<file path="src/rtl/blm_pkg.sv">
// Shared types and constants for the battery level monitor.
// Holds field widths, register reset values, divider constants and config codes.
// No dependencies.
package blm_pkg;

  localparam int unsigned AVG_COUNT_DEF = 40;

  localparam int unsigned SAMPLE_W = 14;
  localparam int unsigned CUR_W    = 16;
  localparam int unsigned REG_W    = 13;
  localparam int unsigned SUM_W    = 20;
  localparam int unsigned CNT_W    = 6;
  localparam int unsigned LEVEL_W  = 2;
  localparam int unsigned CFG_IDX_W = 3;

  localparam logic [REG_W-1:0] BASE_THR_RST    = 13'd3700;
  localparam logic [REG_W-1:0] THR_FLOOR_RST   = 13'd3300;
  localparam logic [REG_W-1:0] VLOW_ENTER_RST  = 13'd2950;
  localparam logic [REG_W-1:0] VLOW_EXIT_RST   = 13'd3200;
  localparam logic [REG_W-1:0] FAULT_LIMIT_RST = 13'd2750;

  localparam logic [LEVEL_W-1:0] LEVEL_PLENTY   = 2'd0;
  localparam logic [LEVEL_W-1:0] LEVEL_MID      = 2'd1;
  localparam logic [LEVEL_W-1:0] LEVEL_LOW      = 2'd2;
  localparam logic [LEVEL_W-1:0] LEVEL_VERY_LOW = 2'd3;

  localparam int unsigned CMP_W = 15;
  localparam logic [CMP_W-1:0] PLENTY_EXIT_MARGIN = 15'd250;
  localparam logic [CMP_W-1:0] LOW_ENTER_MARGIN   = 15'd200;
  localparam logic [CMP_W-1:0] MID_EXIT_MARGIN    = 15'd50;

  // Exact reciprocals for 16-bit current divided by 10 and 15.
  localparam logic [CUR_W-1:0] DIV10_RECIP = 16'd52429;
  localparam logic [CUR_W-1:0] DIV15_RECIP = 16'd34953;
  localparam int unsigned CUR_RECIP_SHIFT = 19;

  // Reciprocal for the trimmed sum divided by AVG_COUNT-2.
  localparam int unsigned AVG_RECIP_SHIFT = 26;
  localparam int unsigned AVG_RECIP_W     = AVG_RECIP_SHIFT + 1;

  typedef enum logic [CFG_IDX_W-1:0] {
    CFG_BASE_THR    = 3'd0,
    CFG_THR_FLOOR   = 3'd1,
    CFG_VLOW_ENTER  = 3'd2,
    CFG_VLOW_EXIT   = 3'd3,
    CFG_FAULT_LIMIT = 3'd4
  } cfg_idx_t;

  typedef struct packed {
    logic [REG_W-1:0] base_threshold_mv;
    logic [REG_W-1:0] threshold_floor_mv;
    logic [REG_W-1:0] very_low_enter_mv;
    logic [REG_W-1:0] very_low_exit_mv;
    logic [REG_W-1:0] fault_limit_mv;
  } cfg_regs_t;

  typedef struct packed {
    logic [SAMPLE_W-1:0] sample_mv;
    logic [SAMPLE_W-1:0] alert_threshold_mv;
    logic                light_off;
    logic [REG_W-1:0]    threshold_mv;
  } stage_item_t;

endpackage

</file>
<file path="src/rtl/blm_in_if.sv">
// Input channel of the battery level monitor: valid/ready plus one sample item.
// Depends on blm_pkg.
interface blm_in_if;
  logic                          valid;
  logic                          ready;
  logic [blm_pkg::SAMPLE_W-1:0]  sample_mv;
  logic [blm_pkg::CUR_W-1:0]     load_current_ma;
  logic                          high_power_mode;
  logic                          light_off;
  logic [blm_pkg::SAMPLE_W-1:0]  alert_threshold_mv;

  modport source (output valid, sample_mv, load_current_ma, high_power_mode, light_off,
                  alert_threshold_mv, input ready);
  modport sink (input valid, sample_mv, load_current_ma, high_power_mode, light_off,
                alert_threshold_mv, output ready);
endinterface

</file>
<file path="src/rtl/blm_out_if.sv">
// Result channel of the battery level monitor: valid/ready plus one result item.
// Depends on blm_pkg.
interface blm_out_if;
  logic                          valid;
  logic                          ready;
  logic [blm_pkg::LEVEL_W-1:0]   charge_level;
  logic                          alert_flag;
  logic                          fault_flag;
  logic [blm_pkg::SAMPLE_W-1:0]  cell_voltage_mv;
  logic                          average_updated;

  modport source (output valid, charge_level, alert_flag, fault_flag, cell_voltage_mv,
                  average_updated, input ready);
  modport sink (input valid, charge_level, alert_flag, fault_flag, cell_voltage_mv,
                average_updated, output ready);
endinterface

</file>
<file path="src/rtl/blm_cfg.sv">
// Configuration register file for the battery level monitor.
// Depends on blm_pkg.
module blm_cfg (
  input  logic                            clk,
  input  logic                            rst_n,
  input  logic                            cfg_we,
  input  logic [blm_pkg::CFG_IDX_W-1:0]   cfg_idx,
  input  logic [blm_pkg::REG_W-1:0]       cfg_wdata,
  output blm_pkg::cfg_regs_t              cfg_regs
);

  blm_pkg::cfg_regs_t cfg_r;

  always_ff @(posedge clk) begin
    if (!rst_n) begin
      cfg_r.base_threshold_mv  <= blm_pkg::BASE_THR_RST;
      cfg_r.threshold_floor_mv <= blm_pkg::THR_FLOOR_RST;
      cfg_r.very_low_enter_mv  <= blm_pkg::VLOW_ENTER_RST;
      cfg_r.very_low_exit_mv   <= blm_pkg::VLOW_EXIT_RST;
      cfg_r.fault_limit_mv     <= blm_pkg::FAULT_LIMIT_RST;
    end else if (cfg_we) begin
      unique case (blm_pkg::cfg_idx_t'(cfg_idx))
        blm_pkg::CFG_BASE_THR:    cfg_r.base_threshold_mv  <= cfg_wdata;
        blm_pkg::CFG_THR_FLOOR:   cfg_r.threshold_floor_mv <= cfg_wdata;
        blm_pkg::CFG_VLOW_ENTER:  cfg_r.very_low_enter_mv  <= cfg_wdata;
        blm_pkg::CFG_VLOW_EXIT:   cfg_r.very_low_exit_mv   <= cfg_wdata;
        blm_pkg::CFG_FAULT_LIMIT: cfg_r.fault_limit_mv     <= cfg_wdata;
        default: ;
      endcase
    end
  end

  assign cfg_regs = cfg_r;

endmodule

</file>
<file path="src/rtl/blm_thresh.sv">
// Input stage: takes an item and registers it with its current-compensated threshold.
// Depends on blm_pkg and blm_in_if.
module blm_thresh (
  input  logic                  clk,
  input  logic                  rst_n,
  input  blm_pkg::cfg_regs_t    cfg_regs,
  blm_in_if.sink                in_ch,
  input  logic                  stage_take,
  output logic                  stage_valid,
  output blm_pkg::stage_item_t  stage_item
);

  localparam int unsigned ProdW = 2 * blm_pkg::CUR_W;
  localparam int unsigned RegW  = blm_pkg::REG_W;
  localparam int unsigned CmpW  = blm_pkg::CMP_W;

  logic                  valid_r;
  blm_pkg::stage_item_t  item_r;
  blm_pkg::stage_item_t  item_nxt;
  logic                  accept;
  logic [ProdW-1:0]      prod;
  logic [RegW-1:0]       quot;
  logic [CmpW-1:0]       diff;
  logic [CmpW-1:0]       floor_w;

  assign in_ch.ready = !valid_r || stage_take;
  assign accept      = in_ch.valid && in_ch.ready;

  always_comb begin
    prod = ProdW'(in_ch.load_current_ma) *
           ProdW'(in_ch.high_power_mode ? blm_pkg::DIV10_RECIP : blm_pkg::DIV15_RECIP);
    quot    = prod[blm_pkg::CUR_RECIP_SHIFT +: RegW];
    diff    = CmpW'(cfg_regs.base_threshold_mv) - CmpW'(quot);
    floor_w = CmpW'(cfg_regs.threshold_floor_mv);
    item_nxt.sample_mv          = in_ch.sample_mv;
    item_nxt.alert_threshold_mv = in_ch.alert_threshold_mv;
    item_nxt.light_off          = in_ch.light_off;
    item_nxt.threshold_mv       = ($signed(diff) < $signed(floor_w)) ?
                                  cfg_regs.threshold_floor_mv : diff[RegW-1:0];
  end

  always_ff @(posedge clk) begin
    if (!rst_n) begin
      valid_r <= 1'b0;
    end else if (accept) begin
      valid_r <= 1'b1;
    end else if (stage_take) begin
      valid_r <= 1'b0;
    end
  end

  always_ff @(posedge clk) begin
    if (accept) begin
      item_r <= item_nxt;
    end
  end

  assign stage_valid = valid_r;
  assign stage_item  = item_r;

endmodule

</file>
<file path="src/rtl/blm_core.sv">
// Averaging and charge level stage: trimmed mean, flags and hysteresis state.
// Depends on blm_pkg and blm_out_if.
module blm_core #(
  parameter int unsigned AVG_COUNT = blm_pkg::AVG_COUNT_DEF
) (
  input  logic                  clk,
  input  logic                  rst_n,
  input  blm_pkg::cfg_regs_t    cfg_regs,
  input  logic                  stage_valid,
  input  blm_pkg::stage_item_t  stage_item,
  output logic                  stage_take,
  blm_out_if.source             out_ch
);

  localparam int unsigned SampleW = blm_pkg::SAMPLE_W;
  localparam int unsigned SumW    = blm_pkg::SUM_W;
  localparam int unsigned CntW    = blm_pkg::CNT_W;
  localparam int unsigned CmpW    = blm_pkg::CMP_W;
  localparam int unsigned RecipW  = blm_pkg::AVG_RECIP_W;
  localparam int unsigned ProdW   = SumW + RecipW;
  localparam int unsigned Divisor = AVG_COUNT - 2;
  localparam logic [RecipW-1:0] AvgRecip =
    RecipW'(((64'd1 << blm_pkg::AVG_RECIP_SHIFT) + 64'(Divisor) - 64'd1) / 64'(Divisor));

  typedef enum logic [blm_pkg::LEVEL_W-1:0] {
    LVL_PLENTY   = blm_pkg::LEVEL_PLENTY,
    LVL_MID      = blm_pkg::LEVEL_MID,
    LVL_LOW      = blm_pkg::LEVEL_LOW,
    LVL_VERY_LOW = blm_pkg::LEVEL_VERY_LOW
  } level_t;

  level_t               level_r, level_nxt;
  logic [SumW-1:0]      sum_r, sum_nxt;
  logic [SampleW-1:0]   min_r, min_nxt;
  logic [SampleW-1:0]   max_r, max_nxt;
  logic [CntW-1:0]      cnt_r, cnt_nxt;
  logic [SampleW-1:0]   avg_r, avg_nxt;
  logic                 out_valid_r;
  logic                 alert_r, alert_nxt;
  logic                 fault_r, fault_nxt;
  logic                 updated_r, update;

  logic [SampleW:0]     drop;
  logic [SumW-1:0]      rest;
  logic [ProdW-1:0]     prod;
  logic [CmpW-1:0]      cell_w, thr_w;
  logic                 go_mid, go_plenty, go_low, up_mid, go_vlow, up_low;

  assign stage_take = stage_valid && (!out_valid_r || out_ch.ready);

  always_comb begin
    update  = cnt_r >= CntW'(AVG_COUNT);
    drop    = {1'b0, min_r} + {1'b0, max_r};
    rest    = (sum_r >= SumW'(drop)) ? sum_r - SumW'(drop) : '0;
    prod    = ProdW'(rest) * ProdW'(AvgRecip);
    sum_nxt = sum_r + SumW'(stage_item.sample_mv);
    cnt_nxt = cnt_r + CntW'(1);
    min_nxt = (stage_item.sample_mv < min_r) ? stage_item.sample_mv : min_r;
    max_nxt = (stage_item.sample_mv > max_r) ? stage_item.sample_mv : max_r;
    avg_nxt = update ? prod[blm_pkg::AVG_RECIP_SHIFT +: SampleW] : avg_r;

    fault_nxt = avg_nxt <= SampleW'(cfg_regs.fault_limit_mv);
    alert_nxt = !fault_nxt && (avg_nxt <= stage_item.alert_threshold_mv);

    cell_w    = CmpW'(avg_nxt);
    thr_w     = CmpW'(stage_item.threshold_mv);
    go_mid    = cell_w < thr_w;
    go_plenty = stage_item.light_off && (cell_w > thr_w + blm_pkg::PLENTY_EXIT_MARGIN);
    go_low    = (cell_w + blm_pkg::LOW_ENTER_MARGIN) < thr_w;
    up_mid    = stage_item.light_off && (cell_w > thr_w + blm_pkg::MID_EXIT_MARGIN);
    go_vlow   = cell_w < CmpW'(cfg_regs.very_low_enter_mv);
    up_low    = stage_item.light_off && (cell_w > CmpW'(cfg_regs.very_low_exit_mv));

    level_nxt = level_r;
    unique case (level_r)
      LVL_PLENTY: begin
        if (go_mid) level_nxt = LVL_MID;
      end
      LVL_MID: begin
        if (go_low) level_nxt = LVL_LOW;
        else if (go_plenty) level_nxt = LVL_PLENTY;
      end
      LVL_LOW: begin
        if (go_vlow) level_nxt = LVL_VERY_LOW;
        else if (up_mid) level_nxt = LVL_MID;
      end
      LVL_VERY_LOW: begin
        if (up_low) level_nxt = LVL_LOW;
      end
    endcase
  end

  always_ff @(posedge clk) begin
    if (!rst_n) begin
      level_r     <= LVL_PLENTY;
      sum_r       <= '0;
      min_r       <= '1;
      max_r       <= '0;
      cnt_r       <= '0;
      avg_r       <= '0;
      out_valid_r <= 1'b0;
    end else begin
      if (stage_take) begin
        level_r     <= level_nxt;
        avg_r       <= avg_nxt;
        out_valid_r <= 1'b1;
        if (update) begin
          sum_r <= '0;
          min_r <= '1;
          max_r <= '0;
          cnt_r <= '0;
        end else begin
          sum_r <= sum_nxt;
          min_r <= min_nxt;
          max_r <= max_nxt;
          cnt_r <= cnt_nxt;
        end
      end else if (out_ch.ready) begin
        out_valid_r <= 1'b0;
      end
    end
  end

  always_ff @(posedge clk) begin
    if (stage_take) begin
      alert_r   <= alert_nxt;
      fault_r   <= fault_nxt;
      updated_r <= update;
    end
  end

  assign out_ch.valid           = out_valid_r;
  assign out_ch.charge_level    = level_r;
  assign out_ch.alert_flag      = alert_r;
  assign out_ch.fault_flag      = fault_r;
  assign out_ch.cell_voltage_mv = avg_r;
  assign out_ch.average_updated = updated_r;

endmodule

</file>
<file path="src/rtl/battery_level_monitor.sv">
// Top level of the battery level monitor: config registers, input stage, core stage.
// Depends on blm_pkg, blm_in_if, blm_out_if, blm_cfg, blm_thresh and blm_core.
//
//   Channel  Direction  Handshake             Payload
//   in_ch    sink       valid/ready           sample, current, mode flags, alert limit
//   out_ch   source     valid/ready           level, alert, fault, cell voltage, updated
//   cfg_*    sink       cfg_we (no back-pressure)  cfg_idx, cfg_wdata
//
// One item is taken per clock unless the output stalls; it passes the input-stage
// register and then the core-stage output registers. The current divider sits in the
// input stage, the trimmed-mean divider and the level logic in the core stage. Reset
// is synchronous; the item register and alert, fault and updated flags are not reset.
// When the output stalls, the input stage holds one item and then deasserts ready.
module battery_level_monitor #(
  parameter int unsigned AVG_COUNT = blm_pkg::AVG_COUNT_DEF
) (
  input  logic                            clk,
  input  logic                            rst_n,
  blm_in_if.sink                          in_ch,
  blm_out_if.source                       out_ch,
  input  logic                            cfg_we,
  input  logic [blm_pkg::CFG_IDX_W-1:0]   cfg_idx,
  input  logic [blm_pkg::REG_W-1:0]       cfg_wdata
);

  blm_pkg::cfg_regs_t    cfg_regs;
  blm_pkg::stage_item_t  stage_item;
  logic                  stage_valid;
  logic                  stage_take;

  blm_cfg u_cfg (
    .clk       (clk),
    .rst_n     (rst_n),
    .cfg_we    (cfg_we),
    .cfg_idx   (cfg_idx),
    .cfg_wdata (cfg_wdata),
    .cfg_regs  (cfg_regs)
  );

  blm_thresh u_thresh (
    .clk         (clk),
    .rst_n       (rst_n),
    .cfg_regs    (cfg_regs),
    .in_ch       (in_ch),
    .stage_take  (stage_take),
    .stage_valid (stage_valid),
    .stage_item  (stage_item)
  );

  blm_core #(
    .AVG_COUNT (AVG_COUNT)
  ) u_core (
    .clk         (clk),
    .rst_n       (rst_n),
    .cfg_regs    (cfg_regs),
    .stage_valid (stage_valid),
    .stage_item  (stage_item),
    .stage_take  (stage_take),
    .out_ch      (out_ch)
  );

endmodule

</file>
<file path="src/flat_wrapper.sv">
// flat-port wrapper written by rule: the top's interface ports become plain ports
module battery_level_monitor_flat 
#(
  parameter int unsigned AVG_COUNT = blm_pkg::AVG_COUNT_DEF
)
  (clk, rst_n, cfg_we, cfg_idx, cfg_wdata, in_ch_valid, in_ch_sample_mv, in_ch_load_current_ma, in_ch_high_power_mode, in_ch_light_off, in_ch_alert_threshold_mv, in_ch_ready, out_ch_valid, out_ch_charge_level, out_ch_alert_flag, out_ch_fault_flag, out_ch_cell_voltage_mv, out_ch_average_updated, out_ch_ready);
  blm_in_if in_ch_i ();
  blm_out_if out_ch_i ();
  input  logic clk;
  input  logic rst_n;
  input  logic cfg_we;
  input  logic [blm_pkg::CFG_IDX_W-1:0] cfg_idx;
  input  logic [blm_pkg::REG_W-1:0] cfg_wdata;
  input wire logic [$bits(in_ch_i.valid)-1:0] in_ch_valid;
  input wire logic [$bits(in_ch_i.sample_mv)-1:0] in_ch_sample_mv;
  input wire logic [$bits(in_ch_i.load_current_ma)-1:0] in_ch_load_current_ma;
  input wire logic [$bits(in_ch_i.high_power_mode)-1:0] in_ch_high_power_mode;
  input wire logic [$bits(in_ch_i.light_off)-1:0] in_ch_light_off;
  input wire logic [$bits(in_ch_i.alert_threshold_mv)-1:0] in_ch_alert_threshold_mv;
  output wire logic [$bits(in_ch_i.ready)-1:0] in_ch_ready;
  output wire logic [$bits(out_ch_i.valid)-1:0] out_ch_valid;
  output wire logic [$bits(out_ch_i.charge_level)-1:0] out_ch_charge_level;
  output wire logic [$bits(out_ch_i.alert_flag)-1:0] out_ch_alert_flag;
  output wire logic [$bits(out_ch_i.fault_flag)-1:0] out_ch_fault_flag;
  output wire logic [$bits(out_ch_i.cell_voltage_mv)-1:0] out_ch_cell_voltage_mv;
  output wire logic [$bits(out_ch_i.average_updated)-1:0] out_ch_average_updated;
  input wire logic [$bits(out_ch_i.ready)-1:0] out_ch_ready;
  assign in_ch_i.valid = in_ch_valid;
  assign in_ch_i.sample_mv = in_ch_sample_mv;
  assign in_ch_i.load_current_ma = in_ch_load_current_ma;
  assign in_ch_i.high_power_mode = in_ch_high_power_mode;
  assign in_ch_i.light_off = in_ch_light_off;
  assign in_ch_i.alert_threshold_mv = in_ch_alert_threshold_mv;
  assign in_ch_ready = in_ch_i.ready;
  assign out_ch_valid = out_ch_i.valid;
  assign out_ch_charge_level = out_ch_i.charge_level;
  assign out_ch_alert_flag = out_ch_i.alert_flag;
  assign out_ch_fault_flag = out_ch_i.fault_flag;
  assign out_ch_cell_voltage_mv = out_ch_i.cell_voltage_mv;
  assign out_ch_average_updated = out_ch_i.average_updated;
  assign out_ch_i.ready = out_ch_ready;
  battery_level_monitor #(.AVG_COUNT(AVG_COUNT)) u_core (.clk(clk), .rst_n(rst_n), .in_ch(in_ch_i), .out_ch(out_ch_i), .cfg_we(cfg_we), .cfg_idx(cfg_idx), .cfg_wdata(cfg_wdata));
endmodule
</file>
<file path="config.mk">
export PLATFORM = sky130hd
export DESIGN_NAME = battery_level_monitor_flat
export DESIGN_NICKNAME = d
export VERILOG_FILES = /design/src/rtl/blm_pkg.sv /design/src/rtl/blm_in_if.sv /design/src/rtl/blm_out_if.sv /design/src/rtl/blm_cfg.sv /design/src/rtl/blm_thresh.sv /design/src/rtl/blm_core.sv /design/src/rtl/battery_level_monitor.sv /design/src/flat_wrapper.sv
export SDC_FILE = /design/constraint.sdc
export NUM_CORES = 1
export LEC_CHECK = 0
export BUFFER_PORTS_ARGS = -buffer_cell sky130_fd_sc_hd__buf_2
export CORE_MARGIN = 3
export CORE_UTILIZATION = 35
export CTS_BUF_LIST = sky130_fd_sc_hd__clkbuf_16
export DETAILED_ROUTE_END_ITERATION = 12
export GPL_TIMING_DRIVEN = 0
export HOLD_SLACK_MARGIN = 0.1
export PLACE_DENSITY_LB_ADDON = 0.1
export SLEW_MARGIN = 40
export SYNTH_ARGS = -nofsm -noshare
export SYNTH_HDL_FRONTEND = slang
export SYNTH_HIERARCHICAL = 1
export SYNTH_SLANG_ARGS = --single-unit
export TNS_END_PERCENT = 1
</file>
<file path="constraint.sdc">
create_clock -name clk -period 20.3 [get_ports clk]
set_input_delay 1.015 -clock clk [delete_from_list [all_inputs] [get_ports clk]]
set_output_delay 1.015 -clock clk [all_outputs]
set_load 0.03 [all_outputs]
</file>
==> results.py, run 1 <==
metrics = {
    "status": {
        "status": "finished, final reports clean",
    },
    "sta": {
        "finalMaxSlewViolations": 0,
        "finalSetupTns_ns": 0,
        "setup_ws_ns": 5.816,
        "rsz0062_at_grt": "no",
        "worst_pin_slew_ns": 0.8399,
        "final_hold_viol_count": 0,
        "fin_crit_ns": 14.48,
        "timing.hold.ws_ns": 0.4657,
        "worst_clock_skew_ns": 0.01661,
        "fmax_mhz": 69.04,
        "setup_viol": 0,
        "max_slew_margin_pct": 43.63,
        "min_period_over_period_pct": 71.35,
    },
    "floorplanning": {
        "die_area_sq_um": 77580,
        "die_h_um": 278.5,
        "die_x_um": 278.5,
        "ios": 88,
        "rows": 99,
        "start_util_pct": 35.45,
        "core_sq_um": 73330,
    },
    "finish": {
        "final_common_cell": "ha_1",
        "drive_gt1_share_pct": 6.912,
        "nFillCells": 7514,
        "area_growth_pct": 9.130,
        "final_cell_mix": "ha_1 (528), inv_1 (514), fa_1 (232)",
        "diodes": 0,
        "multi_input_area_sq_um": 19730,
        "ff_latch_area_sq_um": 4094,
        "utilization_pct": 38.69,
        "layout.nets": 3780,
    },
    "synthesis": {
        "synth_top_family_by_area": "adder cells",
        "synth.distinct_cells": 95,
        "seq_area_frac_synth_pct": 15.75,
        "muxShareOfSynthArea_pct": 3.513,
        "synth_xor_xnor_area_share_pct": 3.672,
        "syn_area_per_cell_sq_um": 9.160,
        "yosys.area_share.simple_pct": 12.47,
        "synthesis.area_sq_um": 26000,
        "synth-edff-count": 45,
        "ys_ff_latch": 182,
        "async_reset_ff_share_pct": 0,
        "synthesis.instances": 2838,
        "synth_nets": 3665,
        "synthAdderAreaFrac_pct": 43.28,
        "synth_compound_area_share_pct": 12.72,
        "synth_top_flop_cell": "dfxtp_1",
        "synth_warnings": 6,
    },
    "min_path": {
        "hp-start": "u_core/u_cfg/cfg_regs[10]",
        "hold_class": "flop to flop",
    },
    "critical_path": {
        "slowest_stage": "a2111oi_0",
        "r2r-end": "u_core/u_core/out_ch.charge_level[1]",
        "reg2reg_slack_ns": 5.82,
        "r2r_start": "u_core/u_core/max_r[1]",
        "cp-start-kind": "flop",
        "critPathCaptureType": "flop",
        "crit_type": "flop to flop",
        "worstSetupStartpoint": "u_core/u_core/max_r[1]",
        "crit_top_cell": "fa_1",
        "crit_fanout": 10,
        "critPathCapture": "u_core/u_core/out_ch.charge_level[1]",
        "crit_required_ns": 20.66,
        "cpPeakStageDelay_ns": 0.64,
        "rr_worst_depth": 54,
        "cp.arrival_ns": 14.84,
    },
    "flow_run": {
        "drv_cap": 0,
    },
    "routing": {
        "drcViolationCount": 0,
        "routed_wl_um": 74710,
        "ant_nets": 0,
        "viasPerCell": 5.091,
        "num_vias": 19980,
        "drtIter0Drc": 906,
        "firstDrtPassIters": 5,
        "routedWlPerCell_um": 19.04,
    },
    "grt": {
        "grt_pass1_wl_um": 118000,
        "grt_pass1_vias": 21210,
        "grtUsageTotal_pct": 19.42,
        "gr-total-overflow": 0,
        "antenna_found_initial": 0,
        "grt_max_degree": 28,
    },
    "power": {
        "power.leakage_nw": 14.93,
        "irDropWorstVdd_uv": 221.7,
        "power_density_nw_per_um2": 116.9,
        "power_mw": 3.317,
    },
    "cts": {
        "cts.sinks": 182,
        "cts_setup_buffers": 0,
        "h-tree-depth": 4,
        "tritoncts": "built",
        "numCtsBuffers": 17,
        "clock_latency_ns": 0.46,
        "cts_root_buffer": "clkbuf_16",
        "clk_pin_slew_ns": 0.08,
        "clock_path_buffers": 2,
        "cts_resized": 0,
        "postCtsHoldBufs": 0,
    },
    "place": {
        "routabilityCongestion": 0.8803,
        "dp_slack_ns": 5.726,
        "port_buffers": 87,
        "hpwl_um": 64800,
    },
}
==> logic make-up after synthesis <==
group / after synthesis
multiplexers: 89
AND/OR/NAND/NOR: 613
buffers and inverters: 585
XOR/XNOR: 109
flip-flops: 182
adder cells (fa/ha/maj): 760
AO/OA/AOI/OAI: 500
==> layer usage <==
| layer | track usage (%) | vias up | wire length [um] |
|---|---|---|---|
| li1 | - | 9917 | - |
| met1 | 25.13 | 9745 | 34150 |
| met2 | 35.30 | 262 | 37760 |
| met3 | 1.384 | 58 | 1374 |
| met4 | 4.485 | 0 | 1434 |
| met5 | 0 | - | 0 |
==> cell usage after synthesis (10+ instances only) <==
master / count / share of area (%)
clkbuf_1: 55 / 0.79
nand3_1: 47 / 0.90
nor3_1: 31 / 0.60
and2_1: 27 / 0.65
or3_1: 10 / 0.24
or2_2: 12 / 0.29
xnor2_1: 65 / 2.2
a31oi_1: 18 / 0.43
nor2_1: 88 / 1.3
dfxtp_1: 137 / 11
edfxtp_1: 45 / 5.2
o32ai_1: 15 / 0.51
mux2i_1: 71 / 2.7
o21bai_1: 13 / 0.38
a22oi_1: 29 / 0.84
fa_1: 232 / 18
o21a_1: 22 / 0.64
o211ai_1: 14 / 0.40
and3_1: 19 / 0.46
nand2_1: 171 / 2.5
mux2_2: 17 / 0.74
nor2b_1: 94 / 2.3
ha_1: 528 / 25
a21o_1: 62 / 1.8
a21oi_1: 116 / 2.2
nor4_1: 11 / 0.26
nand4_1: 40 / 0.96
o21ai_0: 113 / 2.2
inv_1: 514 / 7.4
a211oi_1: 18 / 0.52
nand2b_1: 18 / 0.43
xor2_1: 44 / 1.5
==> where the power goes <==
part | switching, mW | internal (mW)
combinational | 1.49 | 1.03
sequential | 0.0291 | 0.420
clock | 0.178 | 0.168
total | 1.70 | 1.61
==> stage by stage <==
step / std cells / instance area, sq um
final: 3925 / 28370
after global routing: 3925 / 28370
after CTS: 3925 / 28370
after detailed placement: 3893 / 27770
after global placement: 3884 / 27630
after floorplan: 2838 / 26000
==> flip-flops by register name (all words and copies together), names as in the netlist, 2 cells and up <==
| name | cells |
|---|---|
| u_core/u_thresh/stage_item | 42 |
| u_core/u_core/min_r | 14 |
| u_core/u_core/max_r | 14 |
| u_core/u_core/cnt_r | 6 |
| u_core/u_core/out_ch.cell_voltage_mv | 14 |
| u_core/u_cfg/cfg_regs | 65 |
| u_core/u_core/sum_r | 20 |
| u_core/u_core/out_ch.charge_level | 2 |
==> worst max-delay path: cells and delay by family (launching register included) <==
family                     cells  cell delay (ns)
muxes                          1             0.36
and+or+nand+nor                9             1.84
DFF                            1             0.41
adders and majority gates     12             4.93
xor gates and xnor gates       2             0.46
buffers and inverters          7             1.01
AOI/OAI and AO/OA             23             5.34
==> cell type report <==
class                           count  share of cell area [%]
Multi-Input combinational cell   2071                   69.54
Sequential cell                   182                   14.43
Inverter                          515                   6.814
Tap cell                          959                   4.229
Timing Repair Buffer               96                   1.813
Clock buffer                       17                   1.499
Buffer                             70                   1.063
Clock inverter                     15                  0.6130
==> how the worst min path moves through the flow <==
stage                                 to  depth (start not counted)  slack (ns)
6_report       u_core/u_cfg/cfg_regs[10]                          2        0.47
4_1_cts        u_core/u_cfg/cfg_regs[26]                          2        0.47
3_5_place_dp   u_core/u_cfg/cfg_regs[26]                          2        0.45
3_3_place_gp   u_core/u_cfg/cfg_regs[26]                          2        0.45
5_1_grt        u_core/u_cfg/cfg_regs[18]                          2        0.48
2_1_floorplan  u_core/u_cfg/cfg_regs[26]                          2        0.43
(Power assumes the default switching activity.)
==> run 2, diff against run 1 <==
- clock period: 20.3 -> 13.3 ns (I/O delays scaled with it)
==> results.py, run 2 (synthesis gave the netlist of run 1 again) <==
metrics = {
    "status": {
        "status": "finished, final reports clean",
    },
    "finish": {
        "final_cell_mix": "ha_1 (520), inv_1 (508), fa_1 (231)",
        "drive_gt1_share_pct": 9.447,
        "area_growth_pct": 10.85,
        "largest_reg_flops": 65,
        "layout.nets": 3799,
        "fin_area_sq_um": 28820,
        "diodes": 0,
        "final_common_cell": "ha_1",
    },
    "sta": {
        "rsz0062_at_grt": "no",
        "finalMaxSlewViolations": 0,
        "worst_pin_slew_ns": 0.8392,
        "max_slew_margin_pct": 43.68,
        "finalSetupTns_ns": 0,
        "fmax_mhz": 78.69,
        "final_hold_viol_count": 0,
        "setup_ws_ns": 0.5924,
        "setup_viol": 0,
        "fin_crit_ns": 12.71,
        "timing.hold.ws_ns": 0.3737,
        "min_period_over_period_pct": 95.55,
        "worst_clock_skew_ns": 0.01644,
    },
    "power": {
        "power.leakage_nw": 15.07,
        "power_density_nw_per_um2": 177.9,
        "power_mw": 5.126,
        "irDropWorstVdd_uv": 338.4,
    },
    "critical_path": {
        "worstSetupStartpoint": "u_core/u_core/min_r[1]",
        "cp.arrival_ns": 13.06,
        "cpPeakStageDelay_ns": 0.56,
        "critPathCaptureType": "flop",
        "slowest_stage": "fa_1",
        "crit_required_ns": 13.66,
        "crit_fanout": 10,
        "cp-start-kind": "flop",
        "crit_top_cell": "ha_1",
        "crit_type": "flop to flop",
        "r2r_start": "u_core/u_core/min_r[1]",
    },
    "cts": {
        "cts.sinks": 182,
        "postCtsHoldBufs": 0,
        "tritoncts": "built",
        "clock_latency_ns": 0.46,
        "clk_pin_slew_ns": 0.08,
        "cts_root_buffer": "clkbuf_16",
        "clock_path_buffers": 2,
        "h-tree-depth": 4,
        "numCtsBuffers": 17,
    },
    "place": {
        "port_buffers": 87,
        "placed_area_sq_um": 27770,
        "routabilityCongestion": 0.8803,
        "hpwl_um": 64800,
        "dp_slack_ns": -1.274,
    },
    "floorplanning": {
        "die_h_um": 278.5,
        "start_util_pct": 35.45,
        "die_x_um": 278.5,
        "rows": 99,
        "core_sq_um": 73330,
        "die_area_sq_um": 77580,
        "ios": 88,
    },
    "grt": {
        "antenna_found_initial": 0,
        "grtUsageTotal_pct": 19.47,
        "grt_max_degree": 28,
        "grt_pass1_wl_um": 118300,
        "grt_pass1_vias": 21270,
        "gr-total-overflow": 0,
    },
    "routing": {
        "drcViolationCount": 0,
        "firstDrtPassIters": 5,
        "num_vias": 20130,
        "ant_nets": 0,
        "routed_wl_um": 75320,
        "routedWlPerCell_um": 19.10,
        "viasPerCell": 5.103,
        "drtIter0Drc": 885,
    },
    "min_path": {
        "hp-start": "in_ch_alert_threshold_mv[12]",
        "hold_class": "input port to flop",
    },
    "flow_run": {
        "drv_cap": 0,
    },
}
run 2: area by class of cell:
class / instances / area (sq um)
Buffer: 67 / 294.0
Fill cell: 7478 / 44510
Timing Repair Buffer: 118 / 681.9
Tap cell: 959 / 1200
Multi-Input combinational cell: 2071 / 20000
Sequential cell: 182 / 4096
Clock buffer: 17 / 425.4
Inverter: 515 / 1944
Clock inverter: 15 / 173.9
run 2: path summary, 6_finish.rpt:
path                                     endpoint  slack [ns]  cells after the start
max reg2reg  u_core/u_core/out_ch.charge_level[1]        0.59                     50
max          u_core/u_core/out_ch.charge_level[1]        0.59                     50
min reg2reg             u_core/u_cfg/cfg_regs[10]        0.47                      2
min                u_core/u_thresh/stage_item[26]        0.37                      1
run 2: power breakdown:
part	switching, mW	internal (mW)	total [mW]
Combinational	2.31	1.60	3.91
Clock	0.273	0.256	0.528
Sequential	0.0443	0.641	0.685
run 2: critical path: cells and delay by family (launching register included):
family | cells | cell delay, ns
flip-flops | 1 | 0.35
AND/OR/NAND/NOR | 14 | 2.54
AO/OA/AOI/OAI | 14 | 2.92
buffers and inverters | 6 | 0.89
XOR/XNOR | 3 | 0.71
multiplexers | 2 | 0.66
adder cells (fa/ha/maj) | 11 | 4.53
run 2: timing repair:
action,4_1_cts,5_1_grt
endpoints found under the setup margin,4,4
pin swaps,7,13
gates resized for setup,39,40
setup buffers,6,16
run 2: per-stage QoR:
stage | util, % | cells
after floorplan | - | 2838
after global placement | 37.68 | 3884
after detailed placement | 37.87 | 3893
after CTS | 38.93 | 3930
after global routing | 39.30 | 3944
final | 39.30 | 3944
run 2: metal layers:
metal | vias up | routed length (um) | global-route usage (%)
met5 | - | 0 | 0
met4 | 0 | 1529 | 4.673
met3 | 65 | 1606 | 1.409
met2 | 297 | 38040 | 35.38
met1 | 9815 | 34140 | 25.13
li1 | 9951 | - | -
==> run 3, diff against run 2 <==
- GPL_TIMING_DRIVEN: 0 -> not set
==> results.py, run 3 (synthesis gave the netlist of run 1 again) <==
metrics = {
    "finish": {
        "area_growth_pct": 9.337,
        "nFillCells": 7457,
        "largest_reg_flops": 65,
        "multi_input_area_sq_um": 19830,
        "final_common_cell": "ha_1",
        "fin_area_sq_um": 28420,
        "diodes": 0,
        "ff_latch_area_sq_um": 4095,
        "final_cell_mix": "ha_1 (524), inv_1 (514), fa_1 (231)",
        "drive_gt1_share_pct": 8.228,
        "layout.nets": 3743,
    },
    "sta": {
        "worst_pin_slew_ns": 0.7804,
        "rsz0062_at_grt": "no",
        "finalSetupTns_ns": 0,
        "fin_crit_ns": 12.49,
        "final_hold_viol_count": 0,
        "timing.hold.ws_ns": 0.3521,
        "max_slew_margin_pct": 47.86,
        "fmax_mhz": 80.04,
        "worst_clock_skew_ns": 0.01888,
        "finalMaxSlewViolations": 0,
        "setup_viol": 0,
        "min_period_over_period_pct": 93.94,
    },
    "routing": {
        "routedWlPerCell_um": 19.11,
        "ant_nets": 0,
        "firstDrtPassIters": 5,
        "num_vias": 20030,
        "drcViolationCount": 0,
        "routed_wl_um": 74320,
        "drtIter0Drc": 944,
        "viasPerCell": 5.151,
    },
    "floorplanning": {
        "die_h_um": 278.5,
        "start_util_pct": 35.45,
        "rows": 99,
        "die_x_um": 278.5,
        "die_area_sq_um": 77580,
        "ios": 88,
        "core_sq_um": 73330,
    },
    "critical_path": {
        "r2r_start": "u_core/u_core/max_r[1]",
        "cp-start-kind": "flop",
        "critPathCaptureType": "flop",
        "cpPeakStageDelay_ns": 0.62,
        "r2r-end": "u_core/u_core/out_ch.charge_level[1]",
        "crit_required_ns": 13.67,
        "crit_type": "flop to flop",
        "cp.arrival_ns": 12.86,
        "slowest_stage": "fa_2",
        "crit_fanout": 8,
        "reg2reg_slack_ns": 0.81,
        "rr_worst_depth": 52,
    },
    "place": {
        "port_buffers": 87,
        "placed_area_sq_um": 27700,
        "hpwl_um": 63640,
        "routabilityCongestion": 0.8933,
    },
    "cts": {
        "h-tree-depth": 4,
        "tritoncts": "built",
        "clock_latency_ns": 0.48,
        "cts_root_buffer": "clkbuf_16",
        "clock_path_buffers": 2,
        "cts.sinks": 182,
        "clk_pin_slew_ns": 0.08,
        "numCtsBuffers": 17,
    },
    "grt": {
        "gr-total-overflow": 0,
        "antenna_found_initial": 3,
        "grt_pass1_vias": 20710,
        "grt_max_degree": 79,
        "grtUsageTotal_pct": 19.25,
        "grt_pass1_wl_um": 116700,
    },
    "flow_run": {
        "drv_cap": 0,
    },
    "power": {
        "power.leakage_nw": 14.99,
        "power_density_nw_per_um2": 177.1,
        "irDropWorstVdd_uv": 183.6,
    },
    "min_path": {
        "hold_class": "input port to flop",
        "hp-start": "in_ch_sample_mv[8]",
        "hold_depth": 1,
        "hold-path-endpoint": "u_core/u_thresh/stage_item[36]",
    },
    "status": {
        "status": "finished, final reports clean",
    },
}
==> run 3: cell count changes in the layout (fill, tap and decap cells not counted), sizes merged <==
cell | previous run | this run
clkinv | 6 | 7
buf | 132 | 129
clkbuf | 70 | 17
inv | 521 | 522
clkinvlp | 3 | 1
==> run 3: layout make-up <==
cell class / instances / share of cell area, %
clock inverter: 15 / 0.6163
tap: 959 / 4.221
timing repair buffer: 129 / 2.707
sequential: 182 / 14.41
multi-input combinational: 2071 / 69.75
clock buffer: 17 / 1.497
inverter: 515 / 6.801
==> run 3: routing by layer <==
layer	vias to the layer above	global-route usage [%]	routed length, um
met5	-	0	0
met4	0	4.323	1186
met3	49	1.996	2076
met2	300	34.14	36950
met1	9857	25.30	34100
li1	9820	-	-
==> run 3: timing repair <==
| action | 4_1_cts | 5_1_grt |
|---|---|---|
| resized for setup | 0 | 25 |
| setup buffers | 0 | 2 |
| setup endpoints to repair | 0 | 4 |
| hold buffers | 0 | 0 |
==> run 3: worst max-delay path, delay by kind of cell, from the launching register on <==
family	cells	cell delay [ns]
mux	1	0.37
flops	1	0.42
compound gates	22	4.14
buf+inv	7	0.84
xor+xnor	2	0.28
simple gates	9	1.67
fa+ha+maj	11	4.62
==> run 3: metrics by stage <==
stage | setup WS [ns] | util (%) | std cells | total power, mW
6_report | 0.8062 | 38.76 | 3888 | 5.033
5_1_grt | 0.01570 | 38.76 | 3888 | 5.624
4_1_cts | 0.2002 | 38.59 | 3885 | 5.112
3_5_place_dp | 0.2933 | 37.77 | 3853 | 4.527
3_3_place_gp | 0.5546 | 37.72 | 3852 | 4.500
2_1_floorplan | 0.8321 | - | 2838 | 3.529
==> run 3: worst max-delay path by stage <==
stage                                start                                    to  depth (start not counted)
finish              u_core/u_core/max_r[1]  u_core/u_core/out_ch.charge_level[1]                         52
global route        u_core/u_core/max_r[1]  u_core/u_core/out_ch.charge_level[1]                         54
CTS                 u_core/u_core/min_r[1]  u_core/u_core/out_ch.charge_level[1]                         53
detailed placement  u_core/u_core/max_r[1]  u_core/u_core/out_ch.charge_level[1]                         53
global placement    u_core/u_core/min_r[1]  u_core/u_core/out_ch.charge_level[1]                         53
floorplan           u_core/u_core/min_r[0]  u_core/u_core/out_ch.charge_level[1]                         54
==> run 3: power by group <==
group	switching, mW	internal, mW	leakage, nW
Sequential	0.0464	0.641	1.54
Clock	0.274	0.255	0.293
Combinational	2.23	1.59	13.2
Total	2.55	2.49	15.0
